[config.mk]
export PLATFORM = sky130hd
export DESIGN_NAME = panel_geometry_from_points_top
export DESIGN_NICKNAME = d
export VERILOG_FILES = /design/src/hdl/pgp_pkg.sv /design/src/hdl/pgp_cordic.sv /design/src/hdl/panel_geometry_from_points_top.sv
export SDC_FILE = /design/constraint.sdc
export NUM_CORES = 2
export LEC_CHECK = 0
export BUFFER_PORTS_ARGS = -buffer_cell sky130_fd_sc_hd__buf_2
export CAP_MARGIN = 10
export CORE_MARGIN = 3
export CORE_UTILIZATION = 45
export DETAILED_ROUTE_END_ITERATION = 8
export GPL_ROUTABILITY_DRIVEN = 0
export HOLD_SLACK_MARGIN = 0.1
export PLACE_DENSITY = 0.57
export SYNTH_ARGS = -nofsm -noshare
export SYNTH_HDL_FRONTEND = slang
export SYNTH_HIERARCHICAL = 1
export SYNTH_SLANG_ARGS = --single-unit
[constraint.sdc]
create_clock -name clk -period 16.67 [get_ports clk]
set_input_delay 0.8335 -clock clk [delete_from_list [all_inputs] [get_ports clk]]
set_output_delay 0.8335 -clock clk [all_outputs]
set_load 0.02 [all_outputs]
[src/hdl/pgp_pkg.sv]
// Shared constants, angle table and handshake types for the panel geometry block.
package pgp_pkg;

  localparam int PT_W         = 18;               // point coordinate width
  localparam int DIFF_W       = PT_W + 1;         // end minus start
  localparam int LEN_W        = 19;               // panel length width
  localparam int ANG_W        = 16;               // panel angle width
  localparam int ACC_W        = 32;               // turn accumulator width
  localparam int GUARD_BITS   = 8;
  localparam int XW           = DIFF_W + GUARD_BITS + 3;
  localparam int MAX_TABLE    = 30;
  localparam int STEP_W       = $clog2(MAX_TABLE);
  localparam int FRAC_BITS_DEF    = 16;
  localparam int CORDIC_STEPS_DEF = 18;
  localparam longint GAIN_Q30 = 64'd652032874;
  localparam logic [LEN_W-1:0] LEN_MAX = {LEN_W{1'b1}};

  // atan(2^-i) as a fraction of a full turn, scaled by 2^32.
  localparam logic [ACC_W-1:0] TURN_ATAN [MAX_TABLE] = '{
    32'h20000000, 32'h12E4051E, 32'h09FB385B, 32'h051111D4, 32'h028B0D43,
    32'h0145D7E1, 32'h00A2F61E, 32'h00517C55, 32'h0028BE53, 32'h00145F2F,
    32'h000A2F98, 32'h000517CC, 32'h00028BE6, 32'h000145F3, 32'h0000A2FA,
    32'h0000517D, 32'h000028BE, 32'h0000145F, 32'h00000A30, 32'h00000518,
    32'h0000028C, 32'h00000146, 32'h000000A3, 32'h00000051, 32'h00000029,
    32'h00000014, 32'h0000000A, 32'h00000005, 32'h00000003, 32'h00000001
  };

  // Commands from the panel sequencer to the vectoring unit.
  typedef struct packed {
    logic start;
    logic ack;
  } pgp_cmd_t;

endpackage

[src/hdl/pgp_cordic.sv]
// Iterative CORDIC vectoring unit with gain correction: length and angle of one vector.
module pgp_cordic
  import pgp_pkg::*;
#(
  parameter int FRAC_BITS    = FRAC_BITS_DEF,
  parameter int CORDIC_STEPS = CORDIC_STEPS_DEF
) (
  input  logic                     clk,
  input  logic                     rst,
  input  pgp_cmd_t                 cmd,
  input  logic signed [DIFF_W-1:0] dx,
  input  logic signed [DIFF_W-1:0] dy,
  output logic                     done,
  output logic [LEN_W-1:0]         length,
  output logic [ANG_W-1:0]         angle
);

  localparam int NumSteps = (CORDIC_STEPS < MAX_TABLE) ? CORDIC_STEPS : MAX_TABLE;
  localparam logic [STEP_W-1:0] LastStep = STEP_W'(NumSteps - 1);
  localparam int PW = XW - 1 + FRAC_BITS;
  localparam int SH = GUARD_BITS + FRAC_BITS;
  localparam longint GainFull =
    (GAIN_Q30 + (64'd1 << (29 - FRAC_BITS))) >> (30 - FRAC_BITS);
  localparam logic [FRAC_BITS-1:0] Gain = FRAC_BITS'(GainFull);

  localparam logic [2:0] C_IDLE = 3'd0;
  localparam logic [2:0] C_ROT  = 3'd1;
  localparam logic [2:0] C_MUL  = 3'd2;
  localparam logic [2:0] C_RND  = 3'd3;
  localparam logic [2:0] C_DONE = 3'd4;

  logic [2:0]              state;
  logic [STEP_W-1:0]       step;
  logic signed [XW-1:0]    x;
  logic signed [XW-1:0]    y;
  logic [ACC_W-1:0]        acc;
  logic [PW-1:0]           prod;

  logic signed [XW-1:0]    x_init;
  logic signed [XW-1:0]    y_init;
  logic signed [XW-1:0]    xs;
  logic signed [XW-1:0]    ys;
  logic [XW-2:0]           x_pos;
  logic [PW:0]             rnd_sum;
  logic [PW-SH:0]          len_full;
  logic [ACC_W-1:0]        ang_sum;

  assign x_init = {{(XW-DIFF_W-GUARD_BITS){dx[DIFF_W-1]}}, dx, {GUARD_BITS{1'b0}}};
  assign y_init = {{(XW-DIFF_W-GUARD_BITS){dy[DIFF_W-1]}}, dy, {GUARD_BITS{1'b0}}};
  assign xs     = x >>> step;
  assign ys     = y >>> step;
  assign x_pos  = x[XW-1] ? '0 : x[XW-2:0];
  assign rnd_sum  = {1'b0, prod} + ((PW+1)'(1) << (SH - 1));
  assign len_full = rnd_sum[PW:SH];
  assign ang_sum  = acc + (ACC_W'(1) << (ACC_W - ANG_W - 1));
  assign done     = (state == C_DONE);

  always_ff @(posedge clk) begin
    if (rst) begin
      state <= C_IDLE;
    end else begin
      unique case (state)
        C_IDLE: begin
          if (cmd.start) begin
            step <= '0;
            if (dx == '0 && dy == '0) begin
              // A zero-length vector skips the rotations and gives zeros.
              x     <= '0;
              y     <= '0;
              acc   <= '0;
              state <= C_MUL;
            end else begin
              if (dx[DIFF_W-1]) begin
                x   <= -x_init;
                y   <= -y_init;
                acc <= ACC_W'(1) << (ACC_W - 1);
              end else begin
                x   <= x_init;
                y   <= y_init;
                acc <= '0;
              end
              state <= C_ROT;
            end
          end
        end
        C_ROT: begin
          if (!y[XW-1]) begin
            x   <= x + ys;
            y   <= y - xs;
            acc <= acc + TURN_ATAN[step];
          end else begin
            x   <= x - ys;
            y   <= y + xs;
            acc <= acc - TURN_ATAN[step];
          end
          step <= step + 1'b1;
          if (step == LastStep) begin
            state <= C_MUL;
          end
        end
        C_MUL: begin
          prod  <= PW'(x_pos) * PW'(Gain);
          state <= C_RND;
        end
        C_RND: begin
          length <= (len_full > (PW-SH+1)'(LEN_MAX)) ? LEN_MAX : LEN_W'(len_full);
          angle  <= ang_sum[ACC_W-1 -: ANG_W];
          state  <= C_DONE;
        end
        C_DONE: begin
          if (cmd.ack) begin
            state <= C_IDLE;
          end
        end
        default: state <= C_IDLE;
      endcase
    end
  end

endmodule

[src/hdl/panel_geometry_from_points_top.sv]
// Top level: outline points in, panels with end points, midpoint, length and angle out.
//
// Usage. Outline points arrive on the input channel (in_valid, in_stall,
// point_x, point_y, list_start) and panels leave on the output channel
// (out_valid, out_stall and the panel fields). An item moves when valid is
// high and stall is low at a rising clock edge.
// A point with list_start set, or the first point after reset, is only
// stored as the previous point and yields no panel.
// Every other point yields one panel built from the previous point and it.
// Each panel passes through the single CORDIC vectoring unit, which performs
// one micro-rotation per cycle for CORDIC_STEPS steps (capped at 30 steps),
// then a multiply and a rounding step for gain correction, and then into the
// output register. A new point is not taken while a panel is being computed:
// in_stall stays high until the panel has moved into the output register.
// The output register parts the two sides: a new point is taken while a
// finished panel waits. If the receiver stalls, the next panel stays in the
// vectoring unit until the output register frees up, and in_stall stays high.
// Reset (rst, synchronous) clears the previous point and empties the block.
module panel_geometry_from_points_top
  import pgp_pkg::*;
#(
  parameter int FRAC_BITS    = FRAC_BITS_DEF,
  parameter int CORDIC_STEPS = CORDIC_STEPS_DEF
) (
  input  logic                    clk,
  input  logic                    rst,
  input  logic                    in_valid,
  output logic                    in_stall,
  input  logic signed [PT_W-1:0]  point_x,
  input  logic signed [PT_W-1:0]  point_y,
  input  logic                    list_start,
  output logic                    out_valid,
  input  logic                    out_stall,
  output logic signed [PT_W-1:0]  start_x,
  output logic signed [PT_W-1:0]  start_y,
  output logic signed [PT_W-1:0]  end_x,
  output logic signed [PT_W-1:0]  end_y,
  output logic signed [PT_W-1:0]  mid_x,
  output logic signed [PT_W-1:0]  mid_y,
  output logic [LEN_W-1:0]        panel_length,
  output logic [ANG_W-1:0]        panel_angle
);

  localparam logic ST_IDLE = 1'b0;
  localparam logic ST_BUSY = 1'b1;

  logic                    state;
  logic                    have_prev;
  logic signed [PT_W-1:0]  prev_x;
  logic signed [PT_W-1:0]  prev_y;

  // Panel fields held while the vectoring unit runs.
  logic signed [PT_W-1:0]  pan_sx;
  logic signed [PT_W-1:0]  pan_sy;
  logic signed [PT_W-1:0]  pan_ex;
  logic signed [PT_W-1:0]  pan_ey;
  logic signed [PT_W-1:0]  pan_mx;
  logic signed [PT_W-1:0]  pan_my;

  logic                    in_take;
  logic                    make_panel;
  logic                    out_free;
  logic signed [DIFF_W-1:0] dx;
  logic signed [DIFF_W-1:0] dy;
  logic signed [DIFF_W-1:0] sum_x;
  logic signed [DIFF_W-1:0] sum_y;
  pgp_cmd_t                cmd;
  logic                    cordic_done;
  logic [LEN_W-1:0]        cordic_len;
  logic [ANG_W-1:0]        cordic_ang;

  assign in_stall   = (state != ST_IDLE);
  assign in_take    = in_valid && !in_stall;
  assign make_panel = in_take && !list_start && have_prev;
  assign out_free   = !out_valid || !out_stall;

  // Differences and sums are one bit wider than the points; the midpoint is
  // the sum shifted right, which rounds toward minus infinity.
  assign dx    = {point_x[PT_W-1], point_x} - {prev_x[PT_W-1], prev_x};
  assign dy    = {point_y[PT_W-1], point_y} - {prev_y[PT_W-1], prev_y};
  assign sum_x = {point_x[PT_W-1], point_x} + {prev_x[PT_W-1], prev_x};
  assign sum_y = {point_y[PT_W-1], point_y} + {prev_y[PT_W-1], prev_y};

  assign cmd.start = make_panel;
  assign cmd.ack   = (state == ST_BUSY) && cordic_done && out_free;

  pgp_cordic #(
    .FRAC_BITS    (FRAC_BITS),
    .CORDIC_STEPS (CORDIC_STEPS)
  ) u_cordic (
    .clk    (clk),
    .rst    (rst),
    .cmd    (cmd),
    .dx     (dx),
    .dy     (dy),
    .done   (cordic_done),
    .length (cordic_len),
    .angle  (cordic_ang)
  );

  always_ff @(posedge clk) begin
    if (rst) begin
      state     <= ST_IDLE;
      have_prev <= 1'b0;
      prev_x    <= '0;
      prev_y    <= '0;
      out_valid <= 1'b0;
    end else begin
      if (in_take) begin
        prev_x    <= point_x;
        prev_y    <= point_y;
        have_prev <= 1'b1;
      end
      if (make_panel) begin
        pan_sx <= prev_x;
        pan_sy <= prev_y;
        pan_ex <= point_x;
        pan_ey <= point_y;
        pan_mx <= sum_x[DIFF_W-1:1];
        pan_my <= sum_y[DIFF_W-1:1];
        state  <= ST_BUSY;
      end
      if (cmd.ack) begin
        start_x      <= pan_sx;
        start_y      <= pan_sy;
        end_x        <= pan_ex;
        end_y        <= pan_ey;
        mid_x        <= pan_mx;
        mid_y        <= pan_my;
        panel_length <= cordic_len;
        panel_angle  <= cordic_ang;
        out_valid    <= 1'b1;
        state        <= ST_IDLE;
      end else if (out_valid && !out_stall) begin
        out_valid <= 1'b0;
      end
    end
  end

endmodule

==> Yosys cells after proc, flatten, opt, wreduce, memory -nomap -nowiden <==
Memories as Yosys holds them, arrays and structs flattened.
Index checks and enable logic that the tools add are counted.
{ "classes": {"add_sub_neg": 15, "n_mul": 1, "n_div": 0, "n_lt_le_gt_ge": 2, "eq_ne": 8, "shifts": 2, "n_mux": 27, "bitwise_logic": 2, "n_reduce_logical": 24} }
{ "ops": {"columns": ["operator", "count"], "rows": [
  ["$mux W30", 8],
  ["$mux W32", 6],
  ["$pmux W30 S2", 2],
  ["$pmux W32 S2", 1],
  ["$add A30 B30 Y30", 2],
  ["$neg A27 Y30", 2],
  ["$sshr A30 B5 Y30", 2],
  ["$sub A30 B30 Y30", 2],
  ["$add A45 B24 Y46 const B", 1],
  ["$mul A29 B16 Y45 const B", 1],
  ["$add A18 B18 Y19", 2],
  ["$logic_not A19 Y1", 2],
  ["$sub A18 B18 Y19", 2],
  ["$add A32 B16 Y32 const B", 1],
  ["$add A32 B32 Y32", 1],
  ["$sub A32 B32 Y32", 1],
  ["$mux W29", 1],
  ["$gt A22 B19 Y1 const B", 1],
  ["$pmux W3 S5", 1],
  ["$pmux W5 S2", 1],
  ["$mux W3", 3],
  ["$reduce_and A2 Y1", 4],
  ["$logic_and A1 B1 Y1", 7],
  ["$eq A3 B2 Y1 const B", 2],
  ["other kinds (18)", 25]
]} }
{ "totals": {"regBits": 470, "latch_bits": 0, "ram_bits": 0, "rom_bits": 1024, "input_bits": 41, "out_inout_bits": 145, "word_cells": 109, "n_memories": 1} }
{ "memory_table": {"columns": ["memory", "words", "word_bits", "read_ports", "rd_ports_with_merged_regs", "wr", "line_no", "source"], "rows": [
  ["(name not given)", 32, 32, 1, 0, 0, "pgp_cordic.sv:90", "acc <= acc + TURN_ATAN[step];"]
]} }

==> Logic depth before layout (Yosys ltp) <==
{ "logic_depth": {"word_depth": 7, "ltp_mapped": 31, "depth_no_buf": 25} }

==> Cells and area by module <==
The synthesis kept the hierarchy.
{ "by_module_without_submodules": {"columns": ["mod", "n_inst", "cells_per_inst", "area_per_inst_um2", "seq_area_each_um2"], "rows": [
  ["pgp_cordic", 1, 2977, 26337.8, 4684.5],
  ["panel_geometry_from_points_top", 1, 999, 12823.5, 8318.0]
]} }

==> Worst setup path before layout <==
Ideal clock, no wire load.
{ "synth_timing": {"kind": "in2reg", "from": "in in_valid", "to": "reg u_cordic.acc[0], enable pin", "setup_time_ps": 791, "arrival_ps": 10653, "required_time_ps": 15879, "setup_slack_ps": 5226, "cell_stages": 5, "path_buffers": 1, "path_cell_list": "nand2b_1 -> clkbuf_1 -> nor3b_1 -> nor2_1 -> nor4_1"} }
{ "synth_lines": {"columns": ["item", "line_no", "source"], "rows": [
  ["start: declaration", "panel_geometry_from_points_top.sv:27", "input logic in_valid,"],
  ["end signal: assignment", "pgp_cordic.sv:76", "acc <= ACC_W'(1) << (ACC_W - 1);"],
  ["end signal: assignment", "pgp_cordic.sv:90", null],
  ["end signal: assignment", "pgp_cordic.sv:94", "acc <= acc - TURN_ATAN[step];"],
  ["end: declaration", "pgp_cordic.sv:36", "logic [ACC_W-1:0] acc;"]
]} }

==> Worst setup path in the final report <==
{ "layout_timing": {"from": "reg u_cordic.x[29]", "to": "reg u_cordic.prod[44], data pin"} }
{ "layout_via": {"elab_chain_cells": 2} }
{ "layout_lines": {"columns": ["item", "line_no", "source"], "rows": [
  ["start: declaration", "pgp_cordic.sv:34", "logic signed [XW-1:0] x;"],
  ["start signal: assignment", "pgp_cordic.sv:74", "x <= -x_init;"],
  ["start signal: assignment", "pgp_cordic.sv:78", "x <= x_init;"],
  ["start signal: assignment", "pgp_cordic.sv:88", "x <= x + ys;"],
  ["$mux W29", "pgp_cordic.sv:52", "assign x_pos = x[XW-1] ? '0 : x[XW-2:0];"],
  ["$mul A29 B16 Y45", "pgp_cordic.sv:102", "prod <= PW'(x_pos) * PW'(Gain);"],
  ["end signal: assignment", "pgp_cordic.sv:102", null],
  ["end: declaration", "pgp_cordic.sv:37", "logic [PW-1:0] prod;"]
]} }
No other way between the ends.
A chain may end at the register's enable or synchronous reset.

==> reports/results.txt <==
Status: complete, no violations
First-pass GRT wire length: 157700 µm
Synth area leaders: edfxtp_1, ha_1, fa_1, xnor2_1, mux4_2
CP Launch Type: flop
Htree depth: 2
Routed vias: 29255
Post-layout nets: 4592
Half-perimeter wire length after placement: 74640 µm
Final ANT Viol Nets: 0
Post-CTS Resized: 0
Count of pins over their slew limit: 0
Core area: 85680 µm²
Grt ovf: 0
Root Buffer: clkbuf_16
Yosys top cell by area: edfxtp_1
Avg WL per Cell: 18.97 µm
Synth top area share: 0.3106
Setup_tns: 0 ps
TritonCTS clock tree: done
Worst slew pin tran: 1189 ps
Clock transition at path regs: 60 ps
RSZ-0062 raised after global routing: no
Top_reg_cell synth: edfxtp_1
Synthesized instance count: 3976
Critical path class: flop to flop
Pin count of the biggest net entering global routing: 91
Cell Area, Synth: 39160 µm²
Vias in the first global route: 28491
WP data required: 17000 ps
Fin. Hold Viols: 0
Setup bufs post-CTS: 0
Syn. warnings: 6
Flops & latches, synth: 447
Die width: 301 µm
Worst r2r path cells: 25
Clock Latency Late Sink: 620 ps
First-pass DRT Iterations: 5
Ys async rst share: 0
Port Buffer Count: 185
Sequential area share after synthesis: 0.3320
Max Fclk: 127.4 MHz
Number of CTS-inserted buffers: 49
Initial antenna violation count: 1
Worst clock skew: 45.04 ps
Residual DRC: 0
Diode count: 0
Crit share post-route: 0.4709
CP max FO: 90
Slew Limit Headroom: 0.2043
Core Rows: 107
Final WL: 99290 µm
Clk sinks: 447
Worst vdd ir: 0.08931 mV
Via-per-instance ratio: 5.589
Syn Area/Cell: 9.849 µm²
Clock buffer depth: 3
Hold WC Path Type: flop to flop
Ports: 186
Leakage: 17.43 nW
Arrival time worst endpoint: 8180 ps
Share of layout cells above drive strength 1: 0.1088
Final setup viols: 0
# fillers: 8033
CTS Hold Bufs: 0
Unique masters post-synth: 113
Post-synth EDFFs: 405
Die area: 90600 µm²
Number of DRC markers in iteration 0: 2089
CP endpoint kind: flop
Syn nets: 4517
Final period demand of the worst path: 7849 ps
Total global routing track utilization: 0.2169
Worst Hold Depth: 0
Initial core utilization: 0.4571
P&R area growth vs syn: 8.777%
Cell Pwr Density: 89.39 nW/µm²
Die height: 301 µm
Core Util, Final: 0.4972
Max_cap viols: 0
==> synthesized netlist by cell type, drive strengths merged (31+ instances only) <==
cell,number
edfxtp,405
inv,381
nand2,331
ha,323
nor2,308
a21oi,280
xnor2,230
o21ai,185
fa,177
xor2,125
clkbuf,112
buf,88
a21o,79
mux4,71
nor2b,67
nor3,67
nand3,64
mux2i,61
and2,50
a31oi,47
nand2b,44
dfxtp,42
a211oi,31
==> worst paths after layout <==
check | from | end | slack [ps]
worst min-delay path | pan_sx[15] | start_x[15] | 400
worst max-delay path | u_cordic/x[29] | u_cordic/prod[44] | 8820
worst min register to register | pan_sx[15] | start_x[15] | 400
worst max register to register | u_cordic/x[29] | u_cordic/prod[44] | 8820
==> cells by family after synthesis <==
logic type,after synthesis,share of synthesized area
fa+ha+maj,510,0.1962
flops,447,0.3320
buf+inv,583,0.06013
xor+xnor,355,0.07940
compound gates,869,0.1424
simple gates,1068,0.1294
mux,144,0.06039
==> metal layers <==
layer | GRT usage | wire length (µm)
met5 | 0 | 0
met4 | 0.05379 | 2227
met3 | 0.03475 | 5934
met2 | 0.3481 | 45730
met1 | 0.3072 | 45390
==> state kept, by name (all words and copies together) (netlist names), 19 cells and up <==
name	count
u_cordic/y	30
u_cordic/acc	32
u_cordic/prod	22
u_cordic/x	30
panel_length	19
u_cordic/length	19
==> stage by stage <==
step                      total power [mW]  hold slack, ps  std cells  cell area [µm²]  setup WS, ps
after global routing                 4.111           406.9       5234            42600          8340
after global placement               2.733           400.4       5144            40970          8923
after CTS                            3.863           412.3       5234            42600          8776
final                                3.808           401.6       5234            42600          8821
after detailed placement             2.735           404.5       5144            40970          8812
after floorplan                      2.444           400.3       3976            39160          5226
==> cells in the final DEF (no fill, tap or decap), drive strengths merged, types with 20 or more instances in the layout <==
cell	Yosys	layout
xnor2	230	230
a21o	79	79
edfxtp	405	405
nand2	331	331
nor2b	67	67
mux4	71	71
a31oi	47	47
o21ai	185	185
and2	50	50
inv	381	385
ha	323	323
o21a	28	28
a211oi	31	31
mux2i	61	61
nor3	67	67
buf	88	224
fa	177	177
and3	26	26
nor2	308	308
clkbuf	112	62
a21oi	280	280
o31ai	25	25
o211ai	22	22
nand4	20	20
nand2b	44	44
nand3	64	64
dfxtp	42	42
xor2	125	125
o21bai	21	21
or3	22	22
==> worst max-delay path, cell delays in order, from the launching register on <==
cell	delay, ps
edfxtp_1	320
buf_4	680
nand2b_1	360
inv_1	210
fa_1	560
inv_1	50
fa_1	500
inv_1	50
fa_1	510
fa_1	440
fa_1	540
inv_1	50
fa_1	520
inv_1	40
ha_1	340
a21o_1	190
a21o_1	170
a21oi_1	160
o21ai_0	100
a22oi_1	340
a31oi_1	210
a221o_1	420
a211o_1	310
a21oi_1	230
o21bai_1	110
xor2_1	140
==> power breakdown <==
group,internal (mW),switching (mW),leakage (nW)
logic,0.596,0.796,12.6
registers,1.29,0.0269,4.01
clock network,0.641,0.462,0.798
==> layout make-up <==
class,count,area [µm²],area share
flip-flops and latches,447,13000,0.3052
repair buffers,224,1219,0.02861
well taps,1144,1431,0.03360
clock buffers,62,1315,0.03087
inverters,383,1438,0.03375
clock inverters,28,317.8,0.007460
multi-input cells,2946,23880,0.5605
(Power assumes the default switching activity.)
